<file path="config.mk">
export PLATFORM = sky130hd
export DESIGN_NAME = modular_exponentiation
export DESIGN_NICKNAME = d
export VERILOG_FILES = /design/src/hw/rtl/modexp_pkg.sv /design/src/hw/rtl/modular_exponentiation.sv /design/src/hw/rtl/modexp_mul.sv /design/src/hw/rtl/modexp_red.sv /design/src/hw/rtl/modexp_seq.sv
export SDC_FILE = /design/constraint.sdc
export NUM_CORES = 1
export LEC_CHECK = 0
export BUFFER_PORTS_ARGS = -buffer_cell sky130_fd_sc_hd__buf_2
export CAP_MARGIN = 5
export CORE_MARGIN = 5
export CORE_UTILIZATION = 40
export CTS_CLUSTER_DIAMETER = 40
export DETAILED_ROUTE_END_ITERATION = 8
export GPL_ROUTABILITY_DRIVEN = 1
export GPL_TIMING_DRIVEN = 1
export PLACE_DENSITY = 0.53
export REMOVE_ABC_BUFFERS = 1
export SYNTH_ARGS = -nofsm -noshare
export SYNTH_HDL_FRONTEND = slang
export SYNTH_SLANG_ARGS = --single-unit
</file>
<file path="constraint.sdc">
create_clock -name clk_i -period 19.76 [get_ports clk_i]
set_input_delay 1.976 -clock clk_i [delete_from_list [all_inputs] [get_ports clk_i]]
set_output_delay 1.976 -clock clk_i [all_outputs]
set_load 0.03 [all_outputs]
</file>
<file path="src/hw/rtl/modexp_pkg.sv">
// modexp_pkg: shared types, step numbers and the microcode table of the
// modular exponentiation block. No dependencies; imported by every module.
`default_nettype none

package modexp_pkg;

  // default operand width
  localparam int unsigned ModWidthDefault = 16;

  // configuration register indexes
  localparam int unsigned CfgIdxW = 2;
  localparam logic [CfgIdxW-1:0] REG_EXPONENT = 2'd0;
  localparam logic [CfgIdxW-1:0] REG_MODULUS  = 2'd1;

  // microprogram step numbers
  localparam int unsigned StepW = 4;
  localparam logic [StepW-1:0] S_INIT  = 4'd0;
  localparam logic [StepW-1:0] S_LOAD  = 4'd1;
  localparam logic [StepW-1:0] S_RBAS  = 4'd2;
  localparam logic [StepW-1:0] S_TEST  = 4'd3;
  localparam logic [StepW-1:0] S_BIT   = 4'd4;
  localparam logic [StepW-1:0] S_MUL   = 4'd5;
  localparam logic [StepW-1:0] S_RACC  = 4'd6;
  localparam logic [StepW-1:0] S_SQR   = 4'd7;
  localparam logic [StepW-1:0] S_RSQR  = 4'd8;
  localparam logic [StepW-1:0] S_ZERO  = 4'd9;
  localparam logic [StepW-1:0] S_DONE  = 4'd10;

  // sequencing condition of a step
  typedef enum logic [2:0] {
    J_NEXT    = 3'd0,
    J_ALWAYS  = 3'd1,
    J_MOD_LT2 = 3'd2,
    J_EX_ZERO = 3'd3,
    J_BIT_CLR = 3'd4,
    J_END     = 3'd5
  } modexp_jmp_e;

  typedef enum logic {OPA_ACC = 1'b0, OPA_BASE = 1'b1} modexp_opa_e;
  typedef enum logic {OPB_ONE = 1'b0, OPB_BASE = 1'b1} modexp_opb_e;
  typedef enum logic {DST_ACC = 1'b0, DST_BASE = 1'b1} modexp_dst_e;

  // one control word
  typedef struct packed {
    logic             init;      // acc = 1, ex = exponent
    logic             zero;      // acc = 0
    logic             mul;       // register product of the two operands
    modexp_opa_e      opa;
    modexp_opb_e      opb;
    logic             red;       // reduce product, hold until done
    modexp_dst_e      dst;
    logic             shift_ex;  // drop low exponent bit at end of step
    logic             out;       // load output register, hold until free
    modexp_jmp_e      jmp;
    logic [StepW-1:0] target;
  } modexp_ucw_t;

  // datapath status seen by the sequencer
  typedef struct packed {
    logic mod_lt2;
    logic ex_zero;
    logic ex_bit0;
    logic red_done;
    logic out_free;
  } modexp_stat_t;

  // sequencer status seen by the datapath
  typedef struct packed {
    logic busy;
    logic first;   // first cycle of the current step
  } modexp_seq_t;

  // microprogram: right-to-left square and multiply
  function automatic modexp_ucw_t modexp_ucode(input logic [StepW-1:0] pc);
    modexp_ucw_t w;
    w = '0;
    case (pc)
      S_INIT: begin
        w.init = 1'b1; w.jmp = J_MOD_LT2; w.target = S_ZERO;
      end
      S_LOAD: begin
        w.mul = 1'b1; w.opa = OPA_BASE; w.opb = OPB_ONE;
      end
      S_RBAS: begin
        w.red = 1'b1; w.dst = DST_BASE;
      end
      S_TEST: begin
        w.jmp = J_EX_ZERO; w.target = S_DONE;
      end
      S_BIT: begin
        w.jmp = J_BIT_CLR; w.target = S_SQR;
      end
      S_MUL: begin
        w.mul = 1'b1; w.opa = OPA_ACC; w.opb = OPB_BASE;
      end
      S_RACC: begin
        w.red = 1'b1; w.dst = DST_ACC;
      end
      S_SQR: begin
        w.mul = 1'b1; w.opa = OPA_BASE; w.opb = OPB_BASE;
      end
      S_RSQR: begin
        w.red = 1'b1; w.dst = DST_BASE; w.shift_ex = 1'b1;
        w.jmp = J_ALWAYS; w.target = S_TEST;
      end
      S_ZERO: begin
        w.zero = 1'b1; w.jmp = J_ALWAYS; w.target = S_DONE;
      end
      S_DONE: begin
        w.out = 1'b1; w.jmp = J_END;
      end
      default: begin
        w.jmp = J_END;
      end
    endcase
    return w;
  endfunction

endpackage

`default_nettype wire

</file>
<file path="src/hw/rtl/modular_exponentiation.sv">
// modular_exponentiation: top level with config registers, datapath
// registers and output register. Depends on modexp_pkg, modexp_seq,
// modexp_mul and modexp_red.
`default_nettype none

// Each input beat carries one ciphertext word (tdata) and a last flag (tlast);
// the block returns ciphertext^exponent mod modulus with the flag copied, one
// output beat per input beat, in order. A zero exponent gives 1, a modulus
// below two gives 0. Exponent (index 0) and modulus (index 1) are written
// over the cfg channel; the user must do so only while the block is idle,
// which the block itself does not enforce. Words are handled one at a time;
// the shift-subtract reducer retires one bit of each double-width product per
// cycle. A new word is accepted as soon as the previous result sits in the
// output register.
module modular_exponentiation #(
  parameter int unsigned MOD_WIDTH = modexp_pkg::ModWidthDefault,
  parameter int unsigned DATA_W    = ((MOD_WIDTH + 7) / 8) * 8
) (
  input  wire logic                             clk_i,
  input  wire logic                             rst_ni,
  // config write channel
  input  wire logic                             cfg_valid_i,
  output logic                                  cfg_ready_o,
  input  wire logic [modexp_pkg::CfgIdxW-1:0]   cfg_index_i,
  input  wire logic [MOD_WIDTH-1:0]             cfg_data_i,
  // input stream
  input  wire logic                             s_axis_tvalid,
  output logic                                  s_axis_tready,
  input  wire logic [DATA_W-1:0]                s_axis_tdata,  // ciphertext
  input  wire logic                             s_axis_tlast,  // last_item
  // output stream
  output logic                                  m_axis_tvalid,
  input  wire logic                             m_axis_tready,
  output logic      [DATA_W-1:0]                m_axis_tdata,  // plaintext
  output logic                                  m_axis_tlast   // last_out
);
  import modexp_pkg::*;

  localparam int unsigned ProdW = 2 * MOD_WIDTH;

  logic [MOD_WIDTH-1:0] exponent_q;
  logic [MOD_WIDTH-1:0] modulus_q;
  logic [MOD_WIDTH-1:0] acc_q;
  logic [MOD_WIDTH-1:0] base_q;
  logic [MOD_WIDTH-1:0] ex_q;
  logic                 last_q;
  logic                 out_valid_q;
  logic [MOD_WIDTH-1:0] out_data_q;
  logic                 out_last_q;

  logic                 in_accept;
  logic                 cfg_accept;
  logic                 act;
  logic                 out_free;
  logic                 out_load;
  logic                 red_start;
  logic                 red_done;
  logic                 red_write;
  logic [MOD_WIDTH-1:0] red_rem;
  logic [MOD_WIDTH-1:0] opa;
  logic [MOD_WIDTH-1:0] opb;
  logic [ProdW-1:0]     prod;

  modexp_ucw_t  ucw;
  modexp_seq_t  seq;
  modexp_stat_t stat;

  // handshakes
  assign cfg_ready_o   = 1'b1;
  assign cfg_accept    = cfg_valid_i && cfg_ready_o;
  assign s_axis_tready = !seq.busy;
  assign in_accept     = s_axis_tvalid && s_axis_tready;
  assign act           = seq.busy;
  assign out_free      = !out_valid_q || m_axis_tready;
  assign out_load      = act && ucw.out && out_free;
  assign red_start     = act && ucw.red && seq.first;
  assign red_write     = act && ucw.red && red_done;

  // status for the sequencer
  assign stat.mod_lt2  = (modulus_q < MOD_WIDTH'(2));
  assign stat.ex_zero  = (ex_q == '0);
  assign stat.ex_bit0  = ex_q[0];
  assign stat.red_done = red_done;
  assign stat.out_free = out_free;

  modexp_seq u_seq (
    .clk_i   (clk_i),
    .rst_ni  (rst_ni),
    .start_i (in_accept),
    .stat_i  (stat),
    .ucw_o   (ucw),
    .seq_o   (seq)
  );

  // multiplier operand select
  assign opa = (ucw.opa == OPA_ACC) ? acc_q : base_q;
  assign opb = (ucw.opb == OPB_ONE) ? MOD_WIDTH'(1) : base_q;

  modexp_mul #(.MOD_WIDTH(MOD_WIDTH)) u_mul (
    .clk_i  (clk_i),
    .en_i   (act && ucw.mul),
    .a_i    (opa),
    .b_i    (opb),
    .prod_o (prod)
  );

  modexp_red #(.MOD_WIDTH(MOD_WIDTH)) u_red (
    .clk_i   (clk_i),
    .rst_ni  (rst_ni),
    .start_i (red_start),
    .prod_i  (prod),
    .mod_i   (modulus_q),
    .done_o  (red_done),
    .rem_o   (red_rem)
  );

  // configuration registers
  always_ff @(posedge clk_i or negedge rst_ni) begin
    if (!rst_ni) begin
      exponent_q <= '0;
      modulus_q  <= MOD_WIDTH'(2);
    end else if (cfg_accept) begin
      case (cfg_index_i)
        REG_EXPONENT: exponent_q <= cfg_data_i;
        REG_MODULUS:  modulus_q  <= cfg_data_i;
        default: ;
      endcase
    end
  end

  // datapath registers driven by the control word
  always_ff @(posedge clk_i) begin
    if (in_accept) begin
      base_q <= s_axis_tdata[MOD_WIDTH-1:0];
      last_q <= s_axis_tlast;
    end
    if (act && ucw.init) begin
      acc_q <= MOD_WIDTH'(1);
      ex_q  <= exponent_q;
    end
    if (act && ucw.zero) begin
      acc_q <= '0;
    end
    if (red_write) begin
      if (ucw.dst == DST_ACC) begin
        acc_q <= red_rem;
      end else begin
        base_q <= red_rem;
      end
      if (ucw.shift_ex) begin
        ex_q <= ex_q >> 1;
      end
    end
  end

  // output register
  always_ff @(posedge clk_i or negedge rst_ni) begin
    if (!rst_ni) begin
      out_valid_q <= 1'b0;
    end else if (out_load) begin
      out_valid_q <= 1'b1;
    end else if (m_axis_tready) begin
      out_valid_q <= 1'b0;
    end
  end

  always_ff @(posedge clk_i) begin
    if (out_load) begin
      out_data_q <= acc_q;
      out_last_q <= last_q;
    end
  end

  assign m_axis_tvalid = out_valid_q;
  assign m_axis_tdata  = DATA_W'(out_data_q);
  assign m_axis_tlast  = out_last_q;

`ifndef SYNTHESIS
  // a new word locks the input side on the next cycle
  assert property (@(posedge clk_i) disable iff (!rst_ni)
    in_accept |=> !s_axis_tready)
    else $error("input accepted while a word is in progress");

  // every reduction ends below the modulus
  assert property (@(posedge clk_i) disable iff (!rst_ni)
    red_done |-> (red_rem < modulus_q))
    else $error("reducer remainder not below modulus");

  // a result leaves reduced, or is the zero of a degenerate modulus
  assert property (@(posedge clk_i) disable iff (!rst_ni)
    out_load |-> ((acc_q < modulus_q) || (modulus_q < MOD_WIDTH'(2))))
    else $error("result not reduced");
`endif

endmodule

`default_nettype wire

</file>
<file path="src/hw/rtl/modexp_mul.sv">
// modexp_mul: registered full-width multiplier of the exponentiation datapath.
// Depends on modexp_pkg.
`default_nettype none

module modexp_mul #(
  parameter int unsigned MOD_WIDTH = modexp_pkg::ModWidthDefault
) (
  input  wire logic                   clk_i,
  input  wire logic                   en_i,
  input  wire logic [MOD_WIDTH-1:0]   a_i,
  input  wire logic [MOD_WIDTH-1:0]   b_i,
  output logic      [2*MOD_WIDTH-1:0] prod_o
);
  import modexp_pkg::*;

  localparam int unsigned ProdW = 2 * MOD_WIDTH;

  logic [ProdW-1:0] prod_q;

  // double-width product, held until the next multiply
  always_ff @(posedge clk_i) begin
    if (en_i) begin
      prod_q <= ProdW'(a_i) * ProdW'(b_i);
    end
  end

  assign prod_o = prod_q;

endmodule

`default_nettype wire

</file>
<file path="src/hw/rtl/modexp_red.sv">
// modexp_red: shift-subtract reduction of a double-width product modulo the
// modulus, one quotient bit per cycle. Depends on modexp_pkg.
`default_nettype none

module modexp_red #(
  parameter int unsigned MOD_WIDTH = modexp_pkg::ModWidthDefault
) (
  input  wire logic                   clk_i,
  input  wire logic                   rst_ni,
  input  wire logic                   start_i,
  input  wire logic [2*MOD_WIDTH-1:0] prod_i,
  input  wire logic [MOD_WIDTH-1:0]   mod_i,
  output logic                        done_o,
  output logic      [MOD_WIDTH-1:0]   rem_o
);
  import modexp_pkg::*;

  localparam int unsigned ProdW = 2 * MOD_WIDTH;
  localparam int unsigned CntW  = $clog2(ProdW + 1);

  logic [CntW-1:0]      cnt_q;
  logic                 run_q;
  logic                 done_q;
  logic [MOD_WIDTH-1:0] rem_q;
  logic [MOD_WIDTH-1:0] rem_d;
  logic [ProdW-1:0]     sh_q;
  logic [MOD_WIDTH:0]   trial;
  logic [MOD_WIDTH:0]   mod_ext;

  // one restoring step: shift in next product bit, subtract if it fits
  always_comb begin
    mod_ext = {1'b0, mod_i};
    trial   = {rem_q, sh_q[ProdW-1]};
    if (trial >= mod_ext) begin
      rem_d = MOD_WIDTH'(trial - mod_ext);
    end else begin
      rem_d = MOD_WIDTH'(trial);
    end
  end

  // iteration control
  always_ff @(posedge clk_i or negedge rst_ni) begin
    if (!rst_ni) begin
      cnt_q  <= '0;
      run_q  <= 1'b0;
      done_q <= 1'b0;
    end else begin
      done_q <= run_q && (cnt_q == CntW'(1));
      if (start_i) begin
        run_q <= 1'b1;
        cnt_q <= CntW'(ProdW);
      end else if (run_q) begin
        cnt_q <= cnt_q - CntW'(1);
        if (cnt_q == CntW'(1)) begin
          run_q <= 1'b0;
        end
      end
    end
  end

  // partial remainder and product shifter
  always_ff @(posedge clk_i) begin
    if (start_i) begin
      rem_q <= '0;
      sh_q  <= prod_i;
    end else if (run_q) begin
      rem_q <= rem_d;
      sh_q  <= {sh_q[ProdW-2:0], 1'b0};
    end
  end

  assign done_o = done_q;
  assign rem_o  = rem_q;

endmodule

`default_nettype wire

</file>
<file path="src/hw/rtl/modexp_seq.sv">
// modexp_seq: step counter and microcode sequencer with conditional jumps.
// Depends on modexp_pkg for the control word and the program table.
`default_nettype none

module modexp_seq (
  input  wire logic                       clk_i,
  input  wire logic                       rst_ni,
  input  wire logic                       start_i,
  input  wire modexp_pkg::modexp_stat_t   stat_i,
  output modexp_pkg::modexp_ucw_t         ucw_o,
  output modexp_pkg::modexp_seq_t         seq_o
);
  import modexp_pkg::*;

  logic [StepW-1:0] pc_q, pc_d;
  logic             busy_q, busy_d;
  logic             first_q, first_d;
  logic             hold;
  logic             taken;
  modexp_ucw_t      ucw;

  assign ucw = modexp_ucode(pc_q);

  // stall while the reducer or the output register is not ready
  assign hold = (ucw.red && !stat_i.red_done) || (ucw.out && !stat_i.out_free);

  // jump condition
  always_comb begin
    case (ucw.jmp)
      J_NEXT:    taken = 1'b0;
      J_ALWAYS:  taken = 1'b1;
      J_MOD_LT2: taken = stat_i.mod_lt2;
      J_EX_ZERO: taken = stat_i.ex_zero;
      J_BIT_CLR: taken = !stat_i.ex_bit0;
      default:   taken = 1'b0;
    endcase
  end

  // next step
  always_comb begin
    pc_d    = pc_q;
    busy_d  = busy_q;
    first_d = 1'b0;
    if (!busy_q) begin
      if (start_i) begin
        busy_d  = 1'b1;
        pc_d    = S_INIT;
        first_d = 1'b1;
      end
    end else if (!hold) begin
      if (ucw.jmp == J_END) begin
        busy_d = 1'b0;
        pc_d   = S_INIT;
      end else begin
        first_d = 1'b1;
        pc_d    = taken ? ucw.target : pc_q + StepW'(1);
      end
    end
  end

  always_ff @(posedge clk_i or negedge rst_ni) begin
    if (!rst_ni) begin
      pc_q    <= S_INIT;
      busy_q  <= 1'b0;
      first_q <= 1'b0;
    end else begin
      pc_q    <= pc_d;
      busy_q  <= busy_d;
      first_q <= first_d;
    end
  end

  assign ucw_o       = ucw;
  assign seq_o.busy  = busy_q;
  assign seq_o.first = first_q;

endmodule

`default_nettype wire

</file>
## After elaboration in Yosys (flattened, before gate mapping)

Cells that the tools add are included.

- Register bits: 193
- Input bits: 40
- Output and inout port bits: 20
- Logic and storage cells: 116

- $add $sub $neg: 3
- Multipliers: 1
- $lt $le $gt $ge: 2
- Equality and inequality tests: 18
- Mux-type cells: 42
- Reduce and logical (&&, ||, !) cells: 32

Operators by type and width:

| cell | count |
|---|---|
| $mux W16 | 13 |
| $mux W32 | 2 |
| $mul A16 B16 Y32 | 1 |
| $mux W4 | 5 |
| $ge A17 B16 Y1 | 1 |
| $eq A4 B3 Y1 const B | 4 |
| $logic_not A16 Y1 | 1 |
| $lt A16 B2 Y1 const B | 1 |
| $pmux W4 S4 | 1 |
| $sub A16 B16 Y16 | 1 |
| $mux W1 | 15 |
| $pmux W3 S5 | 1 |
| $eq A4 B4 Y1 const B | 3 |
| $logic_and A1 B1 Y1 | 12 |
| $mux W6 | 2 |
| $pmux W3 S3 | 1 |
| $eq A4 B2 Y1 const B | 2 |
| $eq A3 B2 Y1 const B | 2 |
| $eq A3 B3 Y1 const B | 2 |
| $eq A6 B1 Y1 const B | 1 |
| $reduce_and A2 Y1 | 3 |
| $reduce_bool A2 Y1 | 3 |
| $reduce_or A2 Y1 | 3 |
| $sub A6 B1 Y6 const B | 1 |
| other kinds (12) | 17 |

## Logic depth before layout (Yosys ltp)

- Depth in word-level cells: 9
- Mapped depth: 29
- Mapped depth without buffers: 27

## Modules after synthesis

Synthesis repeated with hierarchy kept, for this count alone.

- Cell total of the unflattened synthesis: 1772
- Area total of the unflattened synthesis: 17735.8 µm²

By module, submodules not included:

| module | instances | cells each | area each (µm²) | sequential area each (µm²) |
|---|---|---|---|---|
| modexp_mul | 1 | 1060 | 9700.6 | 960.9 |
| modular_exponentiation | 1 | 324 | 4038.9 | 2328.5 |
| modexp_red | 1 | 302 | 3266.9 | 1481.4 |
| modexp_seq | 1 | 86 | 729.4 | 150.1 |

## Worst setup path before layout

OpenSTA, ideal clock, no wires.

- Path type: register to register
- Start point: reg u_seq.pc_q[1]
- End point: reg u_mul.prod_q[28] (netlist: u_mul.prod_o[28]), data pin
- Library setup time: 260 ps
- Data arrival time: 7027 ps
- Data required time: 19500 ps
- Slack: 12473 ps
- Stages on the path, launching flop included: 28
- Buffers on the path: 2
- Clock period less this slack: 7287 ps
- Path through: dfrtp_1 > inv_1 > ha_1 > clkbuf_1 > mux2i_1 > nor2_2 > buf_2 > mux2i_1 > nor2_1 > fa_1 > inv_1 > fa_1 > fa_1 > inv_1 > fa_1 > fa_1 > inv_1 > fa_1 > inv_1 > ha_1 > a21o_1 > a21o_1 > a21o_1 > o21ai_1 > o22ai_1 > a311o_1 > a21oi_1 > xnor2_1

- Word-level cells in the longest chain between the ends: 4
- Elaborated cells between the ends (all ways): 7
- Those cells by class: mul: 1; eq/ne: 3; mux: 3

Ends and longest elaborated chain:

| item | line | text |
|---|---|---|
| start: declaration | modexp_seq.sv:15 | `logic [StepW-1:0] pc_q, pc_d;` |
| start signal: assignment | modexp_seq.sv:67 | `pc_q <= pc_d;` |
| $eq A4 B3 Y1 or $eq A4 B1 Y1 (tied branches) | modexp_pkg.sv:77 | `case (pc)` |
| $pmux W3 S3 * | modexp_pkg.sv:77 |  |
| $mux W16, on equally long branches | modular_exponentiation.sv:96, modular_exponentiation.sv:97 |  |
| $mul A16 B16 Y32 * | modexp_mul.sv:23 | `prod_q <= ProdW'(a_i) * ProdW'(b_i);` |
| end signal: assignment | modexp_mul.sv:23 |  |
| end: declaration | modexp_mul.sv:18 | `logic [ProdW-1:0] prod_q;` |

Every way passes the cells marked *; elsewhere a longest branch is shown, timed or not.
A chain may end at the register's enable or synchronous reset.

## Worst setup path after layout

- Start point: reg u_seq.pc_q[0]
- End point: reg u_mul.prod_q[28] (netlist: u_mul.prod_o[28]), data pin

Same word-level chain as after synthesis.

==> results.md <==
- Run status: completed
- Initial DRT Pass Iterations: 5
- CTS tree: built
- P_leak: 8.61 nW
- Die span in x: 216 µm
- Total Nets Final: about 2200
- RSZ-0062 raised after global routing: false
- Crit path largest cell delay: 1.07 ns
- Site row count: 75
- PD cells: 111 nW/µm²
- Hold Fails Final Rpt: 0
- I/O Buffers: 58
- Hold-fix buffer count after cts: 0
- Crit path max-delay cell type: mux2i_1
- Worst Tran Pin Value: 1.30 ns
- Drt total wl: 44300 µm
- Vias: 12400
- End-of-flow core utilization: roughly 44%
- Syn avg cell area: around 9.5 µm²
- Largest family of logic cells by synthesized area: adder cells
- Max Fanout on Critical Path: 46
- Vias in the first global route: approximately 13000
- Residual DRC count: 0
- Clock Path Buffers: 2
- Flops & latches, synth: 193
- Arrival @ worst endpoint: just under 9 ns
- Detailed placement HPWL: 35400 µm
- CP Capture Type: flip-flop
- Fmax achieved: 119 MHz
- Total GRT Usage: around 19%
- Filler cells: 4138
- Synth unique cells: 66
- Die area: 46800 µm²
- Initial Util: 40.6%
- Proportion of synthesized area in mux cells: slightly below 7%
- Worst-path clk slew: 0.08 ns
- Post-CTS setup buffers: 0
- Top_reg_cell synth: edfxtp_1
- Commonest non-fill, non-tap cell in the layout: nand2_1
- Worst-Skew Late Latency: 0.48 ns
- Congestion Overflow GR: 0
- Antenna violations before repair: 1
- Core Area: between 40000 and 50000 µm²
- Commonest cells after routing, fill and taps aside: nand2_1, inv_1, fa_1, nor2_1, ha_1
- CP required: 19.97 ns
- WS Path Type: reg -> reg
- Io pins: 60
- DR WL/cell: between 15 and 20 µm
- Post-synth design cell area: 17000 µm²
- Final min period: between 8 and 9 ns
- Largest net degree at the start of global routing: 49
- Via density: 5.21
- Clk sinks: approximately 190
- Die Y: 216 µm
- Gpl congestion: 0.925
- Slew Limit Fails: 0
- Synth Area in XOR/XNOR: 2.11%
- Synth Area in Compound Gates: 8.18%
- Drt initial violations: 769
- Post-synth ARST share: 24.4%
- First-pass GRT wire length: 71100 µm
- Period utilisation layout: 42.7%
- Crit start category: flip-flop
- Number of CTS-inserted buffers: 17
- Final setup viols: 0
- Area growth syn-to-layout: 8.73%
- Simple-gate area share of the yosys netlist: 14.5%
- Most frequent CP cell: fa_1
- Post-route ant nets: 0
- Root Driver: clkbuf_16
- Yosys Warn Count: 0
- CTS HTree Levels: 4
- Post-Synth Adder-Cell Area: 32.1%
- Clock Skews: 0.0182 ns
- Cts repair resizes: 0
- Worst Hold Class: reg -> reg
- Relative slew slack: approximately 11%
- Gate Count Post-Synth: 1800
- Ratio of cells with drive above 1 in the final layout: between 9 and 10%
- Max Cap Viol: 0
- EDFF count, synth: 82
- TNS Setup: 0 ns
- Seq/Total Area, Yosys: 28.9%
- Worst vdd ir: 0.0925 mV
[synthesized netlist by cell type, types with 11 or more instances]
library cell / number / area share, %
and2_1: 14 / 0.51
nand2_1: 293 / 6.5
dfrtp_1: 46 / 6.8
a21oi_1: 62 / 1.8
a21o_1: 20 / 0.88
nor2_1: 183 / 4.0
xor2_1: 15 / 0.77
a22o_1: 19 / 0.98
clkbuf_1: 51 / 1.1
nor2b_1: 12 / 0.44
ha_1: 126 / 9.2
nand3_1: 16 / 0.47
inv_1: 264 / 5.8
o21ai_0: 61 / 1.8
fa_1: 195 / 23
edfxtp_1: 82 / 14
mux2i_1: 60 / 3.5
nor3_1: 11 / 0.32
xnor2_1: 26 / 1.3
mux2_2: 47 / 3.1
nor4_1: 11 / 0.40
dfxtp_1: 64 / 7.5
[report_power, final]
group          switching (W)  internal, W  total (W)  leakage (nW)
Combinational       0.000620     0.000371   0.000991          6.44
Clock               0.000186     0.000175   0.000362         0.302
Sequential          0.000113     0.000597   0.000710          1.87
Total               0.000919      0.00114    0.00206          8.61
[layout make-up]
class | count | area [µm²] | area share [%]
Clock buffer | 17 | 425 | 2.29
Antenna cell | 1 | 2.50 | 0.0135
Multi-Input combinational cell | 1278 | 10900 | 58.8
Sequential cell | 193 | 4920 | 26.5
Timing Repair Buffer | 73 | 415 | 2.24
Inverter | 264 | 991 | 5.35
Clock inverter | 15 | 206 | 1.11
Tap cell | 539 | 674 | 3.64
[per-layer routing]
layer  track usage [%]  routed length [µm]
met5                 0                   0
met1              27.6               20600
met2              30.1               19800
met4              5.85                1190
met3              4.21                2680
[final timing paths]
kind / from / endpoint / slack, ns / cells past startpoint
worst max-delay path: u_seq.pc_q[0] / u_mul.prod_o[28] / 11.33 / 25
min in group asynchronous: rst_ni / exponent_q[12] / 1.37 / 1
worst max register to register: u_seq.pc_q[0] / u_mul.prod_o[28] / 11.33 / 25
worst min register to register: last_q / m_axis_tlast / 0.44 / 0
max in group asynchronous: rst_ni / modulus_q[1] / 17.82 / 2
worst min-delay path: last_q / m_axis_tlast / 0.44 / 0
[critical path: cells and delay by family, from the launching register on]
| kind | cells | cell delay, ns |
|---|---|---|
| adder cells (fa/ha/maj) | 8 | 3.86 |
| buffers and inverters | 5 | 0.73 |
| flip-flops | 1 | 0.42 |
| multiplexers | 2 | 1.25 |
| AO/OA/AOI/OAI | 6 | 1.36 |
| AND/OR/NAND/NOR | 3 | 0.41 |
| XOR/XNOR | 1 | 0.09 |
[cell families after synthesis]
kind of cell | count (synthesis)
multiplexers | 109
adder cells (fa/ha/maj) | 321
AO/OA/AOI/OAI | 221
XOR/XNOR | 41
flip-flops | 193
AND/OR/NAND/NOR | 585
buffers and inverters | 329
other | 1
[flip-flops by register name, summed over array words and instances, names as in the netlist]
name and flops:
base_q 16, last_q 1, m_axis_tdata 16, ex_q 16, u_seq.pc_q 4, u_mul.prod_o 32
u_red.rem_o 16, exponent_q 16, u_seq.first_q 1, u_red.cnt_q 6, m_axis_tvalid 1, m_axis_tlast 1
u_red.run_q 1, u_seq.busy_q 1, u_red.done_o 1, u_red.sh_q 32, acc_q 16, modulus_q 16
[through the flow]
stage | power, W | instances | instance area (µm²) | hold WS [ns] | worst slack [ns]
2_1_floorplan | 0.00140 | 1735 | 16800 | 0.400 | 11.87
3_5_place_dp | 0.00171 | 2346 | 17900 | 0.413 | 11.41
3_3_place_gp | 0.00170 | 2346 | 17900 | 0.408 | 11.48
6_report | 0.00206 | 2380 | 18500 | 0.441 | 11.33
4_1_cts | 0.00208 | 2378 | 18500 | 0.443 | 11.39
5_1_grt | 0.00223 | 2379 | 18500 | 0.470 | 10.89
Note: power is estimated with default switching activity, not from simulation.
